$ cat config.mk
export PLATFORM = sky130hd
export DESIGN_NAME = hctl_front
export DESIGN_NICKNAME = d
export VERILOG_FILES = /design/src/rtl/hctl_pkg.sv /design/src/rtl/hctl_front.sv
export SDC_FILE = /design/constraint.sdc
export NUM_CORES = 1
export LEC_CHECK = 0
export BUFFER_PORTS_ARGS = -buffer_cell sky130_fd_sc_hd__buf_4
export CAP_MARGIN = 20
export CORE_MARGIN = 2
export CORE_UTILIZATION = 30
export DETAILED_ROUTE_END_ITERATION = 12
export PLACE_DENSITY = 0.5
export SETUP_SLACK_MARGIN = 0.1
export SLEW_MARGIN = 20
export SYNTH_ARGS = -nofsm -noshare
export SYNTH_HDL_FRONTEND = slang
export SYNTH_SLANG_ARGS = --single-unit
$ cat constraint.sdc
create_clock -name clk -period 1.6 [get_ports clk]
set_input_delay 0.08 -clock clk [delete_from_list [all_inputs] [get_ports clk]]
set_output_delay 0.08 -clock clk [all_outputs]
set_load 0.05 [all_outputs]
$ cat src/rtl/hctl_pkg.sv
`default_nettype none
// ----------------------------------------------------------------------------
// hctl_pkg
// Shared types and constants for the Huffman total code length core.
// ----------------------------------------------------------------------------
package hctl_pkg;

  localparam int ALPHABET_SIZE_DEF = 256;
  localparam int COUNT_WIDTH_DEF   = 16;
  localparam int TOTAL_WIDTH       = 24;

  localparam logic [7:0]             NEWLINE_CODE = 8'd10;
  localparam logic [TOTAL_WIDTH-1:0] TOTAL_MAX    = {TOTAL_WIDTH{1'b1}};

  typedef struct packed {
    logic [7:0] symbol;
    logic       last;
  } in_item_t;

  typedef struct packed {
    logic [TOTAL_WIDTH-1:0] total_bits;
    logic                   overflow;
  } out_item_t;

  // Classified beat handed from front to back.
  typedef struct packed {
    logic [7:0] symbol;
    logic       count;
    logic       last;
  } q_item_t;

  typedef enum logic [2:0] {
    B_CLEAR,
    B_IDLE,
    B_COUNT,
    B_GATHER,
    B_SCAN,
    B_MERGE,
    B_MOVE,
    B_EMIT
  } back_state_t;

endpackage
`default_nettype wire

$ cat src/rtl/hctl_front.sv
`default_nettype none
// ----------------------------------------------------------------------------
// hctl_front
// Accepts input beats, classifies them and queues them for the back end.
// ----------------------------------------------------------------------------
module hctl_front #(
  parameter int ALPHABET_SIZE = hctl_pkg::ALPHABET_SIZE_DEF
) (
  input  wire                 clk,
  input  wire                 rst,
  input  wire                 in_valid,
  output logic                in_stall,
  input  hctl_pkg::in_item_t  in_data,
  input  wire                 hold,
  output logic                q_valid,
  output hctl_pkg::q_item_t   q_data,
  input  wire                 q_pop
);

  hctl_pkg::q_item_t ent [2];
  logic [1:0] cnt;
  logic       wp;
  logic       rp;
  logic       countable;
  logic       push;
  logic       pop;

  // Newlines and symbols outside the alphabet are not counted.
  assign countable = (in_data.symbol != hctl_pkg::NEWLINE_CODE) &&
                     ({1'b0, in_data.symbol} < 9'(ALPHABET_SIZE));
  assign in_stall  = (cnt == 2'd2) || hold;
  // Drop beats that neither count nor close a set.
  assign push      = in_valid && !in_stall && (countable || in_data.last);
  assign q_valid   = (cnt != 2'd0);
  assign pop       = q_pop && q_valid;
  assign q_data    = ent[rp];

  always_ff @(posedge clk) begin
    if (rst) begin
      cnt <= 2'd0;
      wp  <= 1'b0;
      rp  <= 1'b0;
    end else begin
      if (push) begin
        wp <= ~wp;
      end
      if (pop) begin
        rp <= ~rp;
      end
      cnt <= cnt + {1'b0, push} - {1'b0, pop};
    end
  end

  always_ff @(posedge clk) begin
    if (push) begin
      ent[wp] <= '{symbol: in_data.symbol, count: countable, last: in_data.last};
    end
  end

endmodule
`default_nettype wire

==> results of run 1 <==
-- cell families (layout without fill, tap and decap cells) --
kind of cell | after synthesis | after routing | share of synthesized area
AO/OA/AOI/OAI | 1 | 1 | 0.00496
XOR/XNOR | 3 | 3 | 0.0261
adder cells (fa/ha/maj) | 2 | 2 | 0.0248
buffers and inverters | 3 | 53 | 0.0112
flip-flops | 25 | 25 | 0.695
multiplexers | 10 | 10 | 0.112
AND/OR/NAND/NOR | 20 | 20 | 0.127
-- flip-flops by register name (all words and copies together) (netlist names), named ones only --
signal,flops
cnt,2
wp,1
rp,1
ent,20
-- per-layer routing --
layer  up-vias  global-route usage  wire length (um)
li1        338                   -                 -
met1       331               0.133               875
met2        18               0.168              1020
met3         2              0.0207                86
met4         0              0.0638                29
met5         -                   0                 0
-- placed cells by master (no fill, tap or decap) --
cell type,n
and3b_2,1
ha_4,2
nand2_1,1
mux2_2,10
nor4_2,1
or2_4,1
buf_4,37
nand2b_1,1
nand2b_4,1
nor3_1,1
nor4bb_1,1
dfxtp_1,2
nor2_1,4
nor2b_4,1
dlygate4sd3_1,6
inv_1,1
xor2_1,1
dfxtp_2,3
xnor2_1,2
edfxtp_1,20
buf_6,4
nor4_1,1
and3_1,1
o21ai_4,1
nor2_4,2
clkinvlp_4,1
and2_4,1
or4_1,1
clkbuf_4,3
and4bb_2,1
inv_2,1
-- where the power goes --
| group | internal (mW) | leakage, nW | switching, mW |
|---|---|---|---|
| Clock | 0.0954 | 0.0139 | 0.191 |
| Sequential | 0.788 | 0.220 | 0.0458 |
| Combinational | 0.436 | 0.361 | 0.510 |
| Total | 1.32 | 0.595 | 0.746 |
-- how the worst max path moves through the flow --
stage / from / to / slack, ns / cells after the start
finish: cnt[0] / cnt[1] / -0.05 / 9
global route: cnt[0] / cnt[1] / -0.14 / 9
CTS: cnt[0] / cnt[1] / -0.06 / 9
detailed placement: cnt[0] / cnt[1] / -0.11 / 9
global placement: cnt[0] / cnt[1] / -0.06 / 9
floorplan: cnt[1] / cnt[1] / -0.09 / 8
-- area by class of cell --
| cell class | count | area, um2 | area share |
|---|---|---|---|
| inverters | 2 | 7.51 | 0.00484 |
| well taps | 46 | 57.6 | 0.0371 |
| flip-flops and latches | 25 | 704 | 0.454 |
| multi-input cells | 36 | 368 | 0.237 |
| repair buffers | 47 | 383 | 0.247 |
| clock inverters | 1 | 7.51 | 0.00484 |
| clock buffers | 3 | 22.5 | 0.0145 |
-- what timing repair did --
item                                    in CTS  in global routing
endpoints found under the hold margin       14                  0
endpoints found under the setup margin      23                 33
resized for setup                            0                 18
pin swaps                                    2                  5
buffers inserted                             2                  0
cloned                                       0                  3
hold buffers                                 6                  0
-- stage by stage --
stage	total power [mW]	hold slack, ns	TNS [ns]	cell area [um2]
6_report	2.07	0.0331	-0.0677	1550
3_3_place_gp	1.67	0.281	-0.0630	1370
5_1_grt	2.18	0.00735	-0.197	1550
2_1_floorplan	1.42	0.139	-0.0896	1040
3_5_place_dp	1.68	0.280	-0.107	1370
4_1_cts	1.99	0.0263	-0.0612	1470
==> results.py, run 1 <==
metrics = {
    "outcome": {
        "outcome": "complete, but fails checks",
        "violations": "setup timing",
    },
    "drt": {
        "antenna_left": 0,
        "vias": 689,
        "first_pass_iters": 4,
        "wl_per_cell_um": 12.6,
        "drc": 0,
        "drt_iter0_markers": 10,
        "viasPerCell": 4.31,
        "wl_mm": 2.01,
    },
    "power_and_ir_drop": {
        "p_leak_nw": 0.595,
        "cellPowerDensity_nw_per_um2": 1330,
        "peakVddDrop_mv": 0.507,
    },
    "clock_tree": {
        "cts_tree": "yes",
        "ctsLongestPathBuffers": 2,
        "clk_latency_ns": 0.31,
        "root_buffer": "clkbuf_4",
        "clk_pin_slew_worst_paths_ns": 0.14,
        "htreeDepth": 1,
        "cts_buffers": 3,
        "cts.sinks": 25,
    },
    "setup_path": {
        "cp_max_fo": 3,
        "timing.reg2reg.setup_slack_ns": -0.05,
        "rr_startpoint": "cnt[0]",
        "cp_num_buf_inv": 1,
        "cp_data_required_time_ns": 1.83,
        "crit_top_cell": "ha_4",
        "cpLargestDelayFamily": "adder cells",
        "crit_type": "flop to flop",
        "cp_slowest_cell": "dfxtp_2",
        "rr_worst_depth": 9,
        "critPathArrivalTime_ns": 1.88,
        "worstSetupEndpointType": "flop",
        "rr_endpoint": "cnt[1]",
        "crit_chain": "nand2b_4 -> and3b_2 -> o21ai_4 -> ha_4 -> inv_2 -> ha_4 -> xor2_1 -> xnor2_1 -> nor2_1",
        "max_stage_delay_ns": 0.37,
        "cp-start-kind": "flop",
    },
    "floorplanning": {
        "die_x_um": 62.0,
        "start_util": 0.307,
        "die_h_um": 62.0,
        "num_io_pins": 26,
        "num_rows": 21,
        "dieArea_um2": 3840,
        "core_area_um2": 3280,
    },
    "placed_design": {
        "hpwlAfterDp_mm": 1.32,
        "pre_cts_slack_ns": -0.107,
        "routabilityCongestion": 0.664,
        "dp.cells": 145,
        "port_buffers": 25,
    },
    "final_layout": {
        "syn_to_final_growth_pct": 53.7,
        "n_fill_cell": 309,
        "drive_gt1_frac": 0.623,
        "finish.utilization": 0.472,
        "antenna_cells": 0,
        "nNetsFinal": 131,
        "final_cells": 160,
    },
    "global_route": {
        "grt_pass1_wl_mm": 2.86,
        "grt_max_degree": 16,
        "first_global_vias": 628,
        "grt_usage": 0.106,
        "grt_overflow": 0,
        "antenna_found_initial": 0,
    },
    "yosys": {
        "synth_seq_cells": 25,
        "synth_enable_flop_cells": 20,
        "yosys_warnings": 0,
        "async_flop_share": 0,
        "syn_area_per_cell_um2": 15.8,
        "netlist_top_cells_count": "edfxtp_1 (20), mux2_2 (10), nor2_1 (6)",
        "synth.top_cell.area_share": 0.596,
        "seq_area_frac_synth": 0.695,
        "yosysMostFrequentCell": "edfxtp_1",
        "syn_inst": 64,
        "synth_area_leaders": "edfxtp_1 (60%), mux2_2 (11%), dfxtp_1 (9.9%)",
        "yosys.area.top_type": "edfxtp_1",
        "ys_types": 23,
        "ys.flop_type": "edfxtp_1",
        "synth_fp_nets": 80,
        "synth_area_um2": 1010,
    },
    "timing": {
        "finClkSkew_ns": 0.00155,
        "hold_violations": 0,
        "grt_setup_unrepaired": "true",
        "fin_crit_sh": 1.03,
        "drv_slew": 0,
        "worstMarginPinSlew_ns": 0.250,
        "setup_viol": 2,
        "relSlewSlack": 0.831,
        "setup_ws_ns": -0.0538,
        "period_needed_ns": 1.65,
        "fmax_mhz": 605,
    },
    "worst_hold_path": {
        "min_to": "ent[0][2]",
        "whs_path_depth": 2,
        "hold_class": "input port to flop",
        "holdCritStartpoint": "in_data[1]",
    },
    "job": {
        "max-cap-violations": 0,
    },
}
Note: power is estimated with default switching activity, not from simulation.
==> run 2, diff against run 1 <==
--- a/config.mk
+++ b/config.mk
@@ -5,10 +5,12 @@
 export SDC_FILE = /design/constraint.sdc
 export NUM_CORES = 1
 export LEC_CHECK = 0
+export ABC_AREA = 1
 export BUFFER_PORTS_ARGS = -buffer_cell sky130_fd_sc_hd__buf_4
 export CAP_MARGIN = 20
 export CORE_MARGIN = 2
 export CORE_UTILIZATION = 30
+export CTS_CLUSTER_SIZE = 25
 export DETAILED_ROUTE_END_ITERATION = 12
 export PLACE_DENSITY = 0.5
 export SETUP_SLACK_MARGIN = 0.1
==> run 2 against run 1 <==
  * The run now ends clean
  * Maximum frequency is 3.7% higher
  * Clock power fell by 5%
  * Synthesized cell count grew 22%
  * Wire length up 5.1%
  * Global-route usage rose by 1.3 points
  * Core utilization increased by 0.31 points
  * Total power rose by 3.0%
  * Die area rose by 4.2%
  * Critical endpoint unchanged
  * Via count rose by 10%
  * Critical path type unchanged
  * Hold slack gained 0.065 ns
==> results.py, run 2 <==
metrics = {
    "setup_path": {
        "cp-startpoint": "cnt[1]",
        "cp_slowest_cell": "dfxtp_2",
        "cp_data_required_time_ns": 1.81,
        "crit_type": "flop to flop",
        "critPathArrivalTime_ns": 1.81,
        "crit_chain": "inv_2 -> o21bai_4 -> nor2_4 -> nand2_2 -> ha_4 -> inv_2 -> ha_4 -> xnor2_4 -> o21ai_2 -> a21oi_2",
        "cp-start-kind": "flop",
        "cp_max_fo": 2,
        "worstSetupEndpointType": "flop",
        "rr_worst_depth": 10,
        "rr_endpoint": "cnt[1]",
        "timing.reg2reg.setup_slack_ns": 0.005,
        "endpoint": "cnt[1]",
        "max_stage_delay_ns": 0.36,
        "rr_startpoint": "cnt[1]",
    },
    "timing": {
        "hold_violations": 0,
        "fin_crit_sh": 0.997,
        "worstMarginPinSlew_ns": 0.164,
        "setup_ws_ns": 0.00480,
        "drv_slew": 0,
        "setup_viol": 0,
        "period_needed_ns": 1.60,
        "fmax_mhz": 627,
        "relSlewSlack": 0.890,
        "finClkSkew_ns": 0.00540,
        "grt_setup_unrepaired": "true",
    },
    "outcome": {
        "outcome": "finished, final reports clean",
    },
    "power_and_ir_drop": {
        "cellPowerDensity_nw_per_um2": 1330,
        "p_sw_uw": 807,
        "sw_frac_of_total": 0.379,
        "p_leak_nw": 0.649,
        "peakVddDrop_mv": 0.707,
        "pwr-share-clk": 0.128,
        "p_int_mw": 1.32,
        "power_frac_seq": 0.395,
        "pwr-share-comb": 0.477,
    },
    "global_route": {
        "grtUsageMet3": 0.0268,
        "use_met1": 0.139,
        "grt_max_degree": 14,
        "grt_usage": 0.119,
        "grt_busiest_layer": "met2",
        "antenna_found_initial": 0,
        "grt_overflow": 0,
        "use_met2": 0.206,
        "grt_pass1_wl_mm": 3.61,
        "first_global_vias": 788,
    },
    "yosys": {
        "ys_types": 21,
        "yosys.area.top_type": "edfxtp_1",
        "synth_seq_cells": 25,
        "synth_area_um2": 1050,
        "yosysMostFrequentCell": "edfxtp_1",
        "syn_area_per_cell_um2": 13.5,
        "synth_enable_flop_cells": 20,
        "ys.flop_type": "edfxtp_1",
        "synth.top_cell.area_share": 0.570,
        "syn_inst": 78,
        "netlist_top_cells_count": "edfxtp_1 (20), inv_1 (12), mux2_1 (9)",
        "synth_area_leaders": "edfxtp_1 (57%), mux2_1 (9.6%), dfxtp_1 (9.5%)",
        "yosys_warnings": 0,
        "synth_fp_nets": 94,
        "seq_area_frac_synth": 0.665,
        "async_flop_share": 0,
    },
    "clock_tree": {
        "cts_tree": "yes",
        "htreeDepth": 1,
        "cts_buffers": 3,
        "ctsLongestPathBuffers": 2,
        "clk_pin_slew_worst_paths_ns": 0.13,
        "root_buffer": "clkbuf_4",
        "cts.sinks": 25,
        "clk_latency_ns": 0.31,
    },
    "drt": {
        "antenna_left": 0,
        "drc": 0,
        "viasPerCell": 4.35,
        "wl_per_cell_um": 12.1,
        "vias": 761,
        "first_pass_iters": 4,
        "drt_iter0_markers": 13,
        "wl_mm": 2.11,
    },
    "placed_design": {
        "port_buffers": 25,
        "hpwlAfterDp_mm": 1.45,
        "dp.cells": 155,
        "pre_cts_slack_ns": -0.0519,
        "routabilityCongestion": 0.690,
    },
    "floorplanning": {
        "dieArea_um2": 4000,
        "die_x_um": 63.3,
        "num_rows": 21,
        "num_io_pins": 26,
        "die_h_um": 63.3,
        "start_util": 0.313,
        "core_area_um2": 3360,
    },
    "final_layout": {
        "syn_to_final_growth_pct": 51.7,
        "layout_common_cells": "buf_4 (35), edfxtp_1 (20), inv_1 (10), dlygate4sd3_1 (10), mux2_1 (9)",
        "final_cells": 175,
        "nNetsFinal": 146,
        "antenna_cells": 0,
        "n_fill_cell": 334,
        "final_common_cell": "buf_4",
        "reg_top3": "ent x20, cnt x2",
        "largest_register_ffs": 20,
        "top_register": "ent",
        "drive_gt1_frac": 0.465,
    },
    "worst_hold_path": {
        "whs_path_depth": 3,
        "hold_class": "input port to flop",
    },
    "job": {
        "max-cap-violations": 0,
    },
}
## run 2: cell count changes in the layout (fill, tap and decap cells not counted), sizes merged, moves of 2 or more
cell,before,now
a21oi,0,4
nand2b,2,0
nor4,2,0
dlygate4sd3,6,10
nand4,0,2
nand2,1,6
nand3,0,2
buf,41,38
inv,2,13
## run 2: how the worst min path moves through the flow
stage | endpoint | startpoint | slack [ns]
floorplan | cnt[0] | rst | 0.14
global placement | cnt[0] | rst | 0.24
detailed placement | cnt[0] | rst | 0.24
CTS | flop | q_pop | 0.1
finish | flop | q_pop | 0.1
global route | flop | q_pop | 0.09
## run 2: area by class of cell
class	count	area, um2	share of cell area
multi-input combinational	39	362	0.226
timing repair buffer	48	397	0.248
inverter	13	48.8	0.0305
sequential	25	707	0.442
clock buffer	4	26.3	0.0164
tap	46	57.6	0.0360
## run 2: cells by family after synthesis
| group | synth area share |
|---|---|
| XOR/XNOR | 0.00832 |
| AO/OA/AOI/OAI | 0.0546 |
| flip-flops | 0.665 |
| AND/OR/NAND/NOR | 0.0879 |
| multiplexers | 0.107 |
| buffers and inverters | 0.0534 |
| adder cells (fa/ha/maj) | 0.0237 |
## run 2: stage by stage
stage	hold slack (ns)	instance area, um2	utilization	TNS, ns	power (mW)
2_1_floorplan	0.144	1060	-	-0.478	1.40
3_3_place_gp	0.244	1350	0.400	0	1.64
6_report	0.0984	1600	0.475	0	2.13
3_5_place_dp	0.245	1350	0.400	-0.0519	1.65
5_1_grt	0.0927	1600	0.475	-0.685	2.24
4_1_cts	0.0990	1560	0.464	0	2.07
## run 2: power groups by stage
stage,Sequential (mW),Combinational [mW],Clock (mW)
floorplan,0.836,0.561,0
global placement,0.844,0.796,0
detailed placement,0.848,0.805,0
CTS,0.836,0.957,0.282
global route,0.851,1.08,0.313
finish,0.840,1.02,0.273
## run 2: critical path, delay by kind of cell, from the launching register on
family                     cells  cell delay (ns)
adders and majority gates      2             0.43
DFF                            1             0.36
AOI/OAI and AO/OA              3             0.28
and+or+nand+nor                2             0.18
xor gates and xnor gates       1             0.13
buffers and inverters          2             0.11
## run 2: per-layer routing
| layer | wire length (um) | share of wire |
|---|---|---|
| met3 | 101 | 0.048 |
| met2 | 1060 | 0.50 |
| met1 | 895 | 0.42 |
| met5 | 0 | 0 |
| met4 | 59 | 0.028 |
## run 2: what timing repair did
action,in CTS,in global routing
setup buffers,6,0
pin swaps,6,2
endpoints found under the setup margin,1,17
resized for setup,8,9
endpoints found under the hold margin,19,0
hold buffers,10,0
==> run 3, diff against run 2 <==
--- a/config.mk
+++ b/config.mk
@@ -10,9 +10,10 @@
 export CAP_MARGIN = 20
 export CORE_MARGIN = 2
 export CORE_UTILIZATION = 30
+export CTS_CLUSTER_DIAMETER = 40
 export CTS_CLUSTER_SIZE = 25
 export DETAILED_ROUTE_END_ITERATION = 12
-export PLACE_DENSITY = 0.5
+export PLACE_DENSITY = 0.48
 export SETUP_SLACK_MARGIN = 0.1
 export SLEW_MARGIN = 20
 export SYNTH_ARGS = -nofsm -noshare
==> constraint.sdc (replaced) <==
create_clock -name clk -period 2 [get_ports clk]
set_input_delay 0.1 -clock clk [delete_from_list [all_inputs] [get_ports clk]]
set_output_delay 0.1 -clock clk [all_outputs]
set_load 0.05 [all_outputs]
==> run 3 against run 2 <==
  * Combinational power shrank 41%
  * Sequential power down 18%
  * Global-route usage shrank 1.8 points
  * Final cell count decreased by 6.3%
  * Cell area down 10%
  * Register-to-register slack better by 0.29 ns
  * Hold slack improved by 0.018 ns
  * Critical path depth rose by 3
  * Core utilization down 4.9 points
==> results.py, run 3 (synthesis gave the netlist of run 2 again) <==
metrics = {
    "outcome": {
        "outcome": "finished, final reports clean",
    },
    "timing": {
        "setup_ws_ns": 0.245,
        "fmax_mhz": 570,
        "drv_slew": 0,
        "period_needed_ns": 1.76,
        "finClkSkew_ns": 0.00769,
        "relSlewSlack": 0.659,
        "hold_violations": 0,
        "tns_ns": 0,
        "fin_crit_sh": 0.878,
        "setup_viol": 0,
        "grt_setup_unrepaired": "false",
        "worstMarginPinSlew_ns": 0.511,
    },
    "drt": {
        "wl_per_cell_um": 11.2,
        "vias": 665,
        "antenna_left": 0,
        "viasPerCell": 4.05,
        "wl_met3_um": 105,
        "drt_iter0_markers": 8,
        "wl_mm": 1.84,
        "wl_met2_um": 811,
        "wl_met1_um": 907,
        "top_layer_used": "met4",
        "drc": 0,
        "first_pass_iters": 4,
    },
    "final_layout": {
        "largest_register_ffs": 20,
        "finish.utilization": 0.426,
        "multi_input_area_um2": 297,
        "reg_top3": "ent x20, cnt x2",
        "nNetsFinal": 135,
        "drive_gt1_frac": 0.331,
        "top_register": "ent",
        "final_common_cell": "buf_4",
        "regArea_um2": 701,
        "layout_common_cells": "buf_4 (27), edfxtp_1 (20), inv_1 (12), dlygate4sd3_1 (10), mux2_1 (9)",
        "syn_to_final_growth_pct": 36.1,
        "n_fill_cell": 338,
        "antenna_cells": 0,
    },
    "floorplanning": {
        "die_h_um": 63.3,
        "num_rows": 21,
        "die_x_um": 63.3,
        "start_util": 0.313,
        "num_io_pins": 26,
        "dieArea_um2": 4000,
        "core_area_um2": 3360,
    },
    "placed_design": {
        "pre_cts_slack_ns": 0.311,
        "hpwlAfterDp_mm": 1.33,
        "routabilityCongestion": 0.719,
        "port_buffers": 25,
    },
    "job": {
        "max-cap-violations": 0,
    },
    "setup_path": {
        "crit_type": "input port to flop",
        "rr_worst_depth": 9,
        "worstSetupEndpointType": "flop",
        "cp_num_buf_inv": 4,
        "max_stage_delay_ns": 0.54,
        "cp_data_required_time_ns": 2.26,
        "path_depth": 13,
        "cp_max_fo": 3,
        "cp-start-kind": "input port",
        "critPathArrivalTime_ns": 2.02,
        "cpLargestDelayFamily": "buffers and inverters",
        "crit_chain": "dlygate4sd3_1 -> buf_4 -> inv_1 -> nand2_1 -> nor2_1 -> nand3_2 -> nand2_1 -> ha_1 -> inv_1 -> ha_1 -> xnor2_1 -> o21ai_0 -> a21oi_1",
        "cp_slowest_cell": "dlygate4sd3_1",
    },
    "clock_tree": {
        "clk_pin_slew_worst_paths_ns": 0.14,
        "cts_tree": "yes",
        "cts.sinks": 25,
        "clk_latency_ns": 0.31,
        "htreeDepth": 1,
        "cts_setup_buffers": 0,
        "ctsLongestPathBuffers": 2,
        "root_buffer": "clkbuf_4",
        "hold_buffers": 10,
        "cts_buffers": 3,
        "cts_resized": 0,
    },
    "global_route": {
        "grt_pass1_wl_mm": 3.06,
        "grt_overflow": 0,
        "grt_usage": 0.101,
        "first_global_vias": 686,
        "antenna_found_initial": 0,
        "grt_max_degree": 15,
    },
    "worst_hold_path": {
        "whs_path_depth": 3,
        "hold_class": "input port to flop",
    },
    "power_and_ir_drop": {
        "peakVddDrop_mv": 0.592,
        "cellPowerDensity_nw_per_um2": 1050,
        "p_leak_nw": 0.588,
    },
}
## run 3: power breakdown
group	internal (mW)	total, mW	switching (mW)
combinational	0.222	0.598	0.376
sequential	0.626	0.686	0.0598
clock	0.0747	0.223	0.148
total	0.922	1.51	0.584
## run 3: worst paths after layout
kind | slack (ns) | start | endpoint
worst max-delay path | 0.24 | in_data[1] | cnt[1]
worst min register to register | 0.47 | rp | flop
worst min-delay path | 0.12 | q_pop | flop
worst max register to register | 0.29 | cnt[0] | cnt[1]
## run 3: worst min-delay path, stage by stage
cell,delay [ns]
buf_4,0.08
o21a_2,0.15
a21oi_1,0.07
## run 3: routing by layer
layer	global-route usage	vias up
met1	0.132	296
met5	0	-
met3	0.0268	2
met4	0.0571	0
li1	-	351
met2	0.153	16
## run 3: cell type report
class / instances / area share
clock buffers: 3 / 0.0157
clock inverters: 1 / 0.00349
inverters: 13 / 0.0340
multi-input cells: 39 / 0.207
flip-flops and latches: 25 / 0.489
well taps: 46 / 0.0401
repair buffers: 37 / 0.211
## run 3: per-stage QoR
step           std cells  hold slack (ns)  total power, mW  cell area [um2]
5_1_grt              164           0.0838             1.60             1430
6_report             164            0.116             1.51             1430
3_3_place_gp         150            0.268             1.28             1310
2_1_floorplan         78            0.171             1.11             1050
4_1_cts              164           0.0998             1.53             1430
3_5_place_dp         150            0.272             1.29             1310
